`config.mk`:
```
export PLATFORM = sky130hd
export DESIGN_NAME = go_to_goal_steering
export DESIGN_NICKNAME = d
export VERILOG_FILES = /design/src/hdl/gtg_pkg.sv /design/src/hdl/gtg_cordic.sv /design/src/hdl/go_to_goal_steering.sv
export SDC_FILE = /design/constraint.sdc
export NUM_CORES = 2
export LEC_CHECK = 0
export BUFFER_PORTS_ARGS = -buffer_cell sky130_fd_sc_hd__buf_4
export CORE_MARGIN = 2
export CORE_UTILIZATION = 55
export CTS_CLUSTER_SIZE = 24
export DETAILED_ROUTE_END_ITERATION = 12
export GPL_TIMING_DRIVEN = 0
export HOLD_SLACK_MARGIN = 0.03
export PLACE_DENSITY = 0.75
export SYNTH_ARGS = -nofsm -noshare
export SYNTH_HDL_FRONTEND = slang
export SYNTH_SLANG_ARGS = --single-unit
```
`constraint.sdc`:
```
create_clock -name clk -period 11.2 [get_ports clk]
set_input_delay 0.56 -clock clk [delete_from_list [all_inputs] [get_ports clk]]
set_output_delay 0.56 -clock clk [all_outputs]
set_load 0.005 [all_outputs]
```
`src/hdl/gtg_pkg.sv`:
```
package gtg_pkg;

    // CORDIC datapath widths: operands reach 2^48 before gain growth.
    localparam int CW = 52;
    localparam int ZW = 34;
    localparam int EW = 35;
    localparam int MW = CW - 1;
    localparam int ACC_W = 67;

    localparam logic signed [ZW-1:0] ANG_HALF_PI = 34'sd843314857;
    localparam logic signed [EW-1:0] ANG_PI = 35'sd1686629713;
    localparam logic signed [EW-1:0] ANG_TWO_PI = 35'sd3373259426;
    localparam logic [29:0] INV_GAIN = 30'd652032874;

    // Request types.
    localparam logic [1:0] REQ_TICK = 2'd0;
    localparam logic [1:0] REQ_START = 2'd1;
    localparam logic [1:0] REQ_STOP = 2'd2;

    // Status codes.
    localparam logic [1:0] ST_IDLE = 2'd0;
    localparam logic [1:0] ST_LOST = 2'd1;
    localparam logic [1:0] ST_REACHED = 2'd2;
    localparam logic [1:0] ST_STEER = 2'd3;

    // Configuration register indexes.
    localparam logic [2:0] REG_TARGET_X = 3'd0;
    localparam logic [2:0] REG_TARGET_Z = 3'd1;
    localparam logic [2:0] REG_REACH = 3'd2;
    localparam logic [2:0] REG_CRUISE = 3'd3;
    localparam logic [2:0] REG_GAIN = 3'd4;
    localparam logic [2:0] REG_MIN = 3'd5;

    // Result of one CORDIC vectoring run.
    typedef struct packed {
        logic done;
        logic signed [ZW-1:0] angle;
        logic signed [CW-1:0] x;
    } cordic_res_t;

    // Arctangent of 2^-i in Q29 radians.
    function automatic logic signed [ZW-1:0] atan_q29(input logic [4:0] idx);
        logic signed [ZW-1:0] v;
        begin
            case (idx)
                5'd0: v = 34'sd421657428;
                5'd1: v = 34'sd248918915;
                5'd2: v = 34'sd131521918;
                5'd3: v = 34'sd66762579;
                5'd4: v = 34'sd33510843;
                5'd5: v = 34'sd16771758;
                5'd6: v = 34'sd8387925;
                5'd7: v = 34'sd4194219;
                5'd8: v = 34'sd2097141;
                5'd9: v = 34'sd1048575;
                5'd10: v = 34'sd524288;
                5'd11: v = 34'sd262144;
                5'd12: v = 34'sd131072;
                5'd13: v = 34'sd65536;
                5'd14: v = 34'sd32768;
                5'd15: v = 34'sd16384;
                5'd16: v = 34'sd8192;
                5'd17: v = 34'sd4096;
                5'd18: v = 34'sd2048;
                5'd19: v = 34'sd1024;
                5'd20: v = 34'sd512;
                5'd21: v = 34'sd256;
                5'd22: v = 34'sd128;
                5'd23: v = 34'sd64;
                5'd24: v = 34'sd32;
                5'd25: v = 34'sd16;
                5'd26: v = 34'sd8;
                5'd27: v = 34'sd4;
                5'd28: v = 34'sd2;
                5'd29: v = 34'sd1;
                default: v = '0;
            endcase
            return v;
        end
    endfunction

endpackage

```
`src/hdl/gtg_cordic.sv`:
```
module gtg_cordic
    import gtg_pkg::*;
#(
    parameter int STEPS = 16
)
(
    input  logic                 clk,
    input  logic                 rst_n,
    input  logic                 start,
    input  logic signed [CW-1:0] y_in,
    input  logic signed [CW-1:0] x_in,
    output cordic_res_t          res
);

    localparam int IW = (STEPS > 1) ? $clog2(STEPS) : 1;

    logic signed [CW-1:0] x_reg, x_next, y_reg, y_next;
    logic signed [ZW-1:0] z_reg, z_next;
    logic [IW-1:0] i_reg, i_next;
    logic busy_reg, busy_next, done_reg, done_next;
    logic signed [CW-1:0] xs, ys;

    // One micro-rotation per cycle; quadrant fold on start.
    always_comb
    begin
        x_next = x_reg;
        y_next = y_reg;
        z_next = z_reg;
        i_next = i_reg;
        busy_next = busy_reg;
        done_next = 1'b0;
        xs = x_reg >>> i_reg;
        ys = y_reg >>> i_reg;
        if (start)
        begin
            busy_next = 1'b1;
            i_next = '0;
            if (x_in[CW-1] && !y_in[CW-1])
            begin
                x_next = y_in;
                y_next = -x_in;
                z_next = ANG_HALF_PI;
            end
            else if (x_in[CW-1])
            begin
                x_next = -y_in;
                y_next = x_in;
                z_next = -ANG_HALF_PI;
            end
            else
            begin
                x_next = x_in;
                y_next = y_in;
                z_next = '0;
            end
        end
        else if (busy_reg)
        begin
            if (!y_reg[CW-1])
            begin
                x_next = x_reg + ys;
                y_next = y_reg - xs;
                z_next = z_reg + atan_q29(5'(i_reg));
            end
            else
            begin
                x_next = x_reg - ys;
                y_next = y_reg + xs;
                z_next = z_reg - atan_q29(5'(i_reg));
            end
            i_next = i_reg + 1'b1;
            if (i_reg == IW'(STEPS - 1))
            begin
                busy_next = 1'b0;
                done_next = 1'b1;
            end
        end
    end

    always_ff @(posedge clk or negedge rst_n)
    begin
        if (!rst_n)
        begin
            busy_reg <= 1'b0;
            done_reg <= 1'b0;
            i_reg <= '0;
        end
        else
        begin
            busy_reg <= busy_next;
            done_reg <= done_next;
            i_reg <= i_next;
        end
    end

    always_ff @(posedge clk)
    begin
        x_reg <= x_next;
        y_reg <= y_next;
        z_reg <= z_next;
    end

    assign res.done = done_reg;
    assign res.angle = z_reg;
    assign res.x = x_reg;

endmodule

```
`src/hdl/go_to_goal_steering.sv`:
```
// Go-to-goal steering controller. Start and stop requests only set or clear
// the driving flag and give no result. A pose tick while not driving, or
// with an invalid pose, gives its result without a CORDIC run. A steering
// tick uses the shared CORDIC unit twice (heading, then bearing and
// magnitude), then the distance multiply, the error wrap and the wheel
// speed step; CORDIC_STEPS defaults to 16. in_stall is high while a tick
// is being worked.
module go_to_goal_steering
    import gtg_pkg::*;
#(
    parameter int CORDIC_STEPS = 16
)
(
    input  logic               clk,
    input  logic               rst_n,
    input  logic               in_valid,
    output logic               in_stall,
    input  logic [1:0]         req_type,
    input  logic               pose_valid,
    input  logic signed [31:0] trans_x,
    input  logic signed [31:0] trans_z,
    input  logic signed [15:0] rot_zx,
    input  logic signed [15:0] rot_zz,
    input  logic               cfg_wr_en,
    input  logic [2:0]         cfg_index,
    input  logic [31:0]        cfg_data,
    output logic               out_valid,
    input  logic               out_stall,
    output logic [1:0]         status,
    output logic               speed_valid,
    output logic signed [15:0] left_speed,
    output logic signed [15:0] right_speed,
    output logic [31:0]        distance_out,
    output logic signed [15:0] heading_error
);

    typedef enum logic [7:0] {
        S_IDLE  = 8'b0000_0001,
        S_HEAD  = 8'b0000_0010,
        S_BEAR  = 8'b0000_0100,
        S_MUL   = 8'b0000_1000,
        S_DIST  = 8'b0001_0000,
        S_SLOW  = 8'b0010_0000,
        S_STEER = 8'b0100_0000,
        S_DONE  = 8'b1000_0000
    } state_t;

    localparam logic [1:0] MUL_LO = 2'd0;
    localparam logic [1:0] MUL_MID = 2'd1;
    localparam logic [1:0] MUL_HI = 2'd2;

    state_t state_reg, state_next;
    logic driving_reg, driving_next;

    logic signed [31:0] tgt_x_reg, tgt_z_reg;
    logic [30:0] reach_reg;
    logic [14:0] cruise_reg, gain_reg;
    logic signed [15:0] min_reg;

    logic signed [32:0] dx_reg, dx_next, dz_reg, dz_next;
    logic signed [ZW-1:0] head_reg, head_next, bear_reg, bear_next;
    logic [MW-1:0] mag_reg, mag_next;
    logic [ACC_W-1:0] acc_reg, acc_next;
    logic [1:0] mcnt_reg, mcnt_next;
    logic [31:0] dist_reg, dist_next;
    logic signed [15:0] e13_reg, e13_next;
    logic [29:0] sprod_reg, sprod_next;

    logic [1:0] rs_status_reg, rs_status_next;
    logic rs_sv_reg, rs_sv_next;
    logic signed [15:0] rs_left_reg, rs_left_next, rs_right_reg, rs_right_next;
    logic [31:0] rs_dist_reg, rs_dist_next;
    logic signed [15:0] rs_err_reg, rs_err_next;

    logic ov_reg, ov_next;
    logic [1:0] o_status_reg;
    logic o_sv_reg;
    logic signed [15:0] o_left_reg, o_right_reg, o_err_reg;
    logic [31:0] o_dist_reg;

    logic cord_start;
    logic signed [CW-1:0] cord_y, cord_x;
    cordic_res_t cord;

    logic accept;
    logic load_out;
    logic [34:0] hi;
    logic [17:0] mop;
    logic [47:0] mprod;
    logic [ACC_W-1:0] mterm;
    logic signed [EW-1:0] err_raw, err_wrap, err_rnd;
    logic [36:0] dist_wide;
    logic [14:0] e_abs;
    logic [17:0] slow;
    logic signed [19:0] inner;

    assign accept = in_valid && !in_stall;
    assign in_stall = (state_reg != S_IDLE);
    assign load_out = (state_reg == S_DONE) && (!ov_reg || !out_stall);

    // Operands for the shared CORDIC unit: rotation on the first run, offset next.
    always_comb
    begin
        if (state_reg == S_IDLE)
        begin
            cord_y = {{(CW-32){rot_zx[15]}}, rot_zx, 16'd0};
            cord_x = {{(CW-32){rot_zz[15]}}, rot_zz, 16'd0};
        end
        else
        begin
            cord_y = {{(CW-49){dx_reg[32]}}, dx_reg, 16'd0};
            cord_x = {{(CW-49){dz_reg[32]}}, dz_reg, 16'd0};
        end
    end

    gtg_cordic #(.STEPS(CORDIC_STEPS)) u_cordic (
        .clk   (clk),
        .rst_n (rst_n),
        .start (cord_start),
        .y_in  (cord_y),
        .x_in  (cord_x),
        .res   (cord)
    );

    // Distance multiply: the magnitude is scaled in three partial products.
    assign hi = mag_reg[MW-1:16];
    always_comb
    begin
        case (mcnt_reg)
            MUL_LO: mop = {2'b00, mag_reg[15:0]};
            MUL_MID: mop = {1'b0, hi[16:0]};
            default: mop = hi[34:17];
        endcase
        mprod = 48'(mop) * 48'(INV_GAIN);
        case (mcnt_reg)
            MUL_LO: mterm = ACC_W'(mprod >> 16);
            MUL_MID: mterm = ACC_W'(mprod);
            default: mterm = ACC_W'(mprod) << 17;
        endcase
    end

    // Heading error wrap and rounding to Q3.13.
    always_comb
    begin
        err_raw = EW'(bear_reg) - EW'(head_reg);
        err_wrap = err_raw;
        if (err_raw < -ANG_PI)
        begin
            err_wrap = err_raw + ANG_TWO_PI;
        end
        else if (err_raw > ANG_PI)
        begin
            err_wrap = err_raw - ANG_TWO_PI;
        end
        err_rnd = (err_wrap + EW'(32768)) >>> 16;
        dist_wide = acc_reg[ACC_W-1:30];
    end

    // Wheel slowdown and inner wheel clamp.
    always_comb
    begin
        e_abs = e13_reg[15] ? 15'(-e13_reg) : 15'(e13_reg);
        slow = 18'((31'(sprod_reg) + 31'd4096) >> 13);
        inner = 20'(signed'({5'd0, cruise_reg})) - 20'(signed'({2'b00, slow}));
        if (inner < 20'(min_reg))
        begin
            inner = 20'(min_reg);
        end
    end

    // Sequencer.
    always_comb
    begin
        state_next = state_reg;
        driving_next = driving_reg;
        dx_next = dx_reg;
        dz_next = dz_reg;
        head_next = head_reg;
        bear_next = bear_reg;
        mag_next = mag_reg;
        acc_next = acc_reg;
        mcnt_next = mcnt_reg;
        dist_next = dist_reg;
        e13_next = e13_reg;
        sprod_next = sprod_reg;
        rs_status_next = rs_status_reg;
        rs_sv_next = rs_sv_reg;
        rs_left_next = rs_left_reg;
        rs_right_next = rs_right_reg;
        rs_dist_next = rs_dist_reg;
        rs_err_next = rs_err_reg;
        cord_start = 1'b0;
        unique case (state_reg)
            S_IDLE:
            begin
                if (accept)
                begin
                    case (req_type)
                        REQ_START: driving_next = 1'b1;
                        REQ_STOP: driving_next = 1'b0;
                        REQ_TICK:
                        begin
                            rs_status_next = ST_IDLE;
                            rs_sv_next = 1'b0;
                            rs_left_next = '0;
                            rs_right_next = '0;
                            rs_dist_next = '0;
                            rs_err_next = '0;
                            dx_next = 33'(tgt_x_reg) + 33'(trans_x);
                            dz_next = 33'(tgt_z_reg) + 33'(trans_z);
                            if (!driving_reg)
                            begin
                                rs_sv_next = 1'b1;
                                state_next = S_DONE;
                            end
                            else if (!pose_valid)
                            begin
                                driving_next = 1'b0;
                                rs_status_next = ST_LOST;
                                state_next = S_DONE;
                            end
                            else
                            begin
                                cord_start = 1'b1;
                                state_next = S_HEAD;
                            end
                        end
                        default: ;
                    endcase
                end
            end
            S_HEAD:
            begin
                if (cord.done)
                begin
                    head_next = cord.angle;
                    cord_start = 1'b1;
                    state_next = S_BEAR;
                end
            end
            S_BEAR:
            begin
                if (cord.done)
                begin
                    bear_next = cord.angle;
                    mag_next = cord.x[CW-1] ? '0 : cord.x[MW-1:0];
                    acc_next = '0;
                    mcnt_next = MUL_LO;
                    state_next = S_MUL;
                end
            end
            S_MUL:
            begin
                acc_next = acc_reg + mterm;
                mcnt_next = mcnt_reg + 2'd1;
                if (mcnt_reg == MUL_HI)
                begin
                    state_next = S_DIST;
                end
            end
            S_DIST:
            begin
                dist_next = (dist_wide[36:32] != 5'd0) ? 32'hFFFF_FFFF : dist_wide[31:0];
                e13_next = 16'(err_rnd);
                state_next = S_SLOW;
            end
            S_SLOW:
            begin
                sprod_next = 30'(gain_reg) * 30'(e_abs);
                rs_dist_next = dist_reg;
                rs_err_next = e13_reg;
                if (dist_reg < {1'b0, reach_reg})
                begin
                    driving_next = 1'b0;
                    rs_status_next = ST_REACHED;
                    state_next = S_DONE;
                end
                else
                begin
                    state_next = S_STEER;
                end
            end
            S_STEER:
            begin
                rs_status_next = ST_STEER;
                rs_sv_next = 1'b1;
                if (e13_reg[15])
                begin
                    rs_left_next = signed'({1'b0, cruise_reg});
                    rs_right_next = 16'(inner);
                end
                else
                begin
                    rs_left_next = 16'(inner);
                    rs_right_next = signed'({1'b0, cruise_reg});
                end
                state_next = S_DONE;
            end
            S_DONE:
            begin
                if (load_out)
                begin
                    state_next = S_IDLE;
                end
            end
            default: state_next = S_IDLE;
        endcase
    end

    // Output register handshake.
    always_comb
    begin
        ov_next = ov_reg;
        if (load_out)
        begin
            ov_next = 1'b1;
        end
        else if (!out_stall)
        begin
            ov_next = 1'b0;
        end
    end

    // Control state and configuration registers.
    always_ff @(posedge clk or negedge rst_n)
    begin
        if (!rst_n)
        begin
            state_reg <= S_IDLE;
            driving_reg <= 1'b0;
            ov_reg <= 1'b0;
            mcnt_reg <= MUL_LO;
            tgt_x_reg <= '0;
            tgt_z_reg <= '0;
            reach_reg <= 31'd19661;
            cruise_reg <= 15'd6554;
            gain_reg <= 15'd12288;
            min_reg <= -16'sd3277;
        end
        else
        begin
            state_reg <= state_next;
            driving_reg <= driving_next;
            ov_reg <= ov_next;
            mcnt_reg <= mcnt_next;
            if (cfg_wr_en)
            begin
                unique case (cfg_index)
                    REG_TARGET_X: tgt_x_reg <= cfg_data;
                    REG_TARGET_Z: tgt_z_reg <= cfg_data;
                    REG_REACH: reach_reg <= cfg_data[30:0];
                    REG_CRUISE: cruise_reg <= cfg_data[14:0];
                    REG_GAIN: gain_reg <= cfg_data[14:0];
                    REG_MIN: min_reg <= cfg_data[15:0];
                    default: ;
                endcase
            end
        end
    end

    // Datapath registers.
    always_ff @(posedge clk)
    begin
        dx_reg <= dx_next;
        dz_reg <= dz_next;
        head_reg <= head_next;
        bear_reg <= bear_next;
        mag_reg <= mag_next;
        acc_reg <= acc_next;
        dist_reg <= dist_next;
        e13_reg <= e13_next;
        sprod_reg <= sprod_next;
        rs_status_reg <= rs_status_next;
        rs_sv_reg <= rs_sv_next;
        rs_left_reg <= rs_left_next;
        rs_right_reg <= rs_right_next;
        rs_dist_reg <= rs_dist_next;
        rs_err_reg <= rs_err_next;
        if (load_out)
        begin
            o_status_reg <= rs_status_reg;
            o_sv_reg <= rs_sv_reg;
            o_left_reg <= rs_left_reg;
            o_right_reg <= rs_right_reg;
            o_dist_reg <= rs_dist_reg;
            o_err_reg <= rs_err_reg;
        end
    end

    assign out_valid = ov_reg;
    assign status = o_status_reg;
    assign speed_valid = o_sv_reg;
    assign left_speed = o_left_reg;
    assign right_speed = o_right_reg;
    assign distance_out = o_dist_reg;
    assign heading_error = o_err_reg;

endmodule

```
==> impl_metrics.py <==
metrics = {
    "status": {
        "status": "finished, final reports clean",
    },
    "worst_setup_path": {
        "worstSetupPathType": "reg2reg",
        "cp.depth": 44,
        "end_kind": "register",
        "rrSetupSlack_ns": 0.14,
        "worstSetupEndpoint": "acc_reg[63]$_SDFFCE_PN0P_",
        "timing.rr.end": "acc_reg[63]$_SDFFCE_PN0P_",
        "crit_start": "mcnt_reg[1]$_DFFE_PN0P_",
        "cp-start-kind": "register",
        "reg2reg_from": "mcnt_reg[1]$_DFFE_PN0P_",
        "crit_family": "compound AO/OA/AOI/OAI gates",
        "cp.required_ns": 11.63,
        "arrival_ns": 11.50,
        "reg2reg_depth": 44,
        "critPathBufInv": 7,
        "cp_slowest_cell": "fa_1",
        "crit_path_frequent_cell": "inv_1",
        "path_max_fanout": 10,
        "cpPeakStageDelay_ns": 0.56,
    },
    "placement": {
        "dp_hpwl_um": 187300,
        "dpl_cell_area_mm2": 0.07763,
        "io_buffers": 222,
        "dp_slack_ns": -2.867,
        "place_congestion": 1.006,
    },
    "floorplan": {
        "ios": 224,
        "rows": 134,
        "start_util_pct": 55.23,
        "die_x_um": 369.4,
        "coreArea_mm2": 0.1330,
        "fp.dieH_um": 369.4,
        "die_area_mm2": 0.1365,
    },
    "clock_tree": {
        "cts.path.max_buffers": 3,
        "cts_tree": "done",
        "clock-sinks": 781,
        "clk_pin_slew_ns": 0.06,
        "cts_buffers": 86,
        "clk_latency_ns": 0.72,
        "cts_max_level": 3,
        "root_buffer": "clkbuf_16",
    },
    "grt": {
        "antenna_found_initial": 19,
        "grt_max_degree": 125,
        "grt_pass1_wl_um": 353100,
        "grt_overflow_total": 0,
        "grt.total_usage_pct": 33.73,
        "first_global_vias": 59577,
    },
    "routing": {
        "drt-pass1-iter-count": 9,
        "viasPerCell": 6.215,
        "drc_errors": 0,
        "vias": 61436,
        "ant_nets": 0,
        "totalWireLength_um": 235300,
        "drtIter0Drc": 6531,
        "wl_per_cell_um": 23.81,
    },
    "sta": {
        "period_share_pct": 98.77,
        "hold_viol_final": 0,
        "max-slew-margin-rel_pct": 7.824,
        "fin_crit_ns": 11.06,
        "tns_ns": 0,
        "worstMarginPinSlew_ns": 1.383,
        "fin_ws_ns": 0.1381,
        "drv_slew": 0,
        "setup_viol": 0,
        "fin_hold_ws_ns": 0.1177,
        "skew_ns": 0.03603,
        "timing.fmax_mhz": 90.40,
    },
    "yosys": {
        "async_reset_ff_share_pct": 20.36,
        "avgSynthCellArea_um2": 9.617,
        "postSynthNetCount": 8784,
        "ys_types": 107,
        "synth_enable_flop_cells": 622,
        "ys_seq_area_share_pct": 30.90,
        "ys_ff_latch": 781,
        "yosys_warnings": 0,
        "synth_cells": 7636,
        "ys.flop_type": "edfxtp_1",
        "netlist_area_mm2": 0.07343,
    },
    "cells_and_area": {
        "drive_gt1_share_pct": 12.81,
        "area_growth_pct": 12.14,
        "largest_reg_flops": 67,
        "final_nets": 9185,
        "final_area_mm2": 0.08235,
        "nFillCells": 11032,
    },
    "min_path": {
        "hold_path.class": "in2reg",
        "hold_depth": 2,
    },
    "job": {
        "max_cap_violations": 0,
    },
}
[metrics by stage]
stage / utilization [%] / instances
detailed placement: 58.39 / 9639
global placement: 58.15 / 9626
floorplan: - / 7636
global route: 61.93 / 9881
CTS: 61.25 / 9834
finish: 61.94 / 9885
[area by class of cell]
class / count / area [µm²] / area share (%)
multi-input combinational: 5840 / 47860 / 58.12
clock buffer: 117 / 2288 / 2.779
inverter: 732 / 2774 / 3.368
buffer: 281 / 1318 / 1.600
clock inverter: 44 / 616.8 / 0.7491
sequential: 781 / 22690 / 27.56
tap: 1768 / 2212 / 2.686
antenna: 7 / 17.52 / 0.02127
timing repair buffer: 315 / 2571 / 3.122
[metal layers]
metal	global-route usage, %	up-vias	part of all wire [%]
met5	0.4274	-	0.071
met4	14.68	13	5.1
met3	6.407	663	8.6
met2	54.06	3003	46
met1	44.59	29919	40
li1	-	27838	-
[worst reg2reg max path: cells and delay by family, from the launching register on]
| family | cells | cell delay, ns |
|---|---|---|
| buf+inv | 7 | 0.92 |
| fa+ha+maj | 9 | 3.33 |
| xor+xnor | 3 | 0.55 |
| compound gates | 18 | 4.26 |
| mux | 1 | 0.28 |
| simple gates | 6 | 1.05 |
| flops | 1 | 0.40 |
[cell families (layout without fill, tap and decap cells)]
family / Yosys count / in the layout / share of synthesized area [%]
xor gates and xnor gates: 537 / 537 / 6.425
AOI/OAI and AO/OA: 1702 / 1702 / 14.68
other: 0 / 7 / 0
buffers and inverters: 1015 / 1489 / 5.418
and+or+nand+nor: 2226 / 2226 / 14.65
muxes: 366 / 366 / 6.952
adders and majority gates: 1009 / 1009 / 20.96
DFF: 781 / 781 / 30.90
[cell usage after synthesis, types with 119 or more instances]
| cell | number | area [µm²] |
|---|---|---|
| clkbuf_1 | 199 | 747.0 |
| nor2_1 | 542 | 2034 |
| nor3_1 | 124 | 620.6 |
| inv_1 | 727 | 2729 |
| and2_1 | 176 | 1101 |
| xnor2_1 | 321 | 2811 |
| fa_1 | 369 | 7387 |
| nand3_1 | 119 | 595.6 |
| mux2_2 | 142 | 1599 |
| a21oi_1 | 480 | 2402 |
| xor2_1 | 214 | 1874 |
| dfrtp_1 | 131 | 3278 |
| ha_1 | 640 | 8008 |
| a21o_1 | 144 | 1081 |
| nand2_1 | 685 | 2571 |
| nor2b_1 | 166 | 1039 |
| mux2i_1 | 123 | 1231 |
| edfxtp_1 | 622 | 18680 |
| o21ai_0 | 431 | 2157 |
[cell usage in the layout, fill, tap and decap left out, types with 123 or more instances in the layout]
cell and instances:
fa_1 356, ha_1 602, and2_1 175, dfrtp_1 130, o21ai_0 412, nor3_1 123, mux2i_1 123, a21oi_1 462
edfxtp_1 622, xnor2_1 314, nand2_1 674, clkbuf_1 217, mux2_2 142, nor2b_1 166, xor2_1 209, a21o_1 144
inv_1 705, nor2_1 533, buf_4 314
[repair_timing]
item,4_1_cts,5_1_grt
hold buffers,1,0
setup endpoints to repair,42,24
cloned,1,0
endpoints found under the hold margin,35,0
pin swaps,21,74
buffers inserted,33,45
resized for setup,159,124
[worst min path at each step]
stage | start | endpoint
final | cfg_data[31] | tgt_x_reg[31]$_DFFE_PN0P_
after global placement | rs_err_reg[15]$_SDFFCE_PN0P_ | heading_error[15]$_DFFE_PP_
after detailed placement | rs_dist_reg[24]$_SDFFCE_PN0P_ | distance_out[24]$_DFFE_PP_
after floorplan | rst_n | cruise_reg[0]$_DFFE_PN0P_
after global routing | cfg_data[31] | tgt_x_reg[31]$_DFFE_PN0P_
after CTS | cfg_data[31] | tgt_x_reg[31]$_DFFE_PN0P_
Power is left out: the tool's default activity adds up to more than one toggle a clock period on the data nets, which glitch-free logic cannot reach.
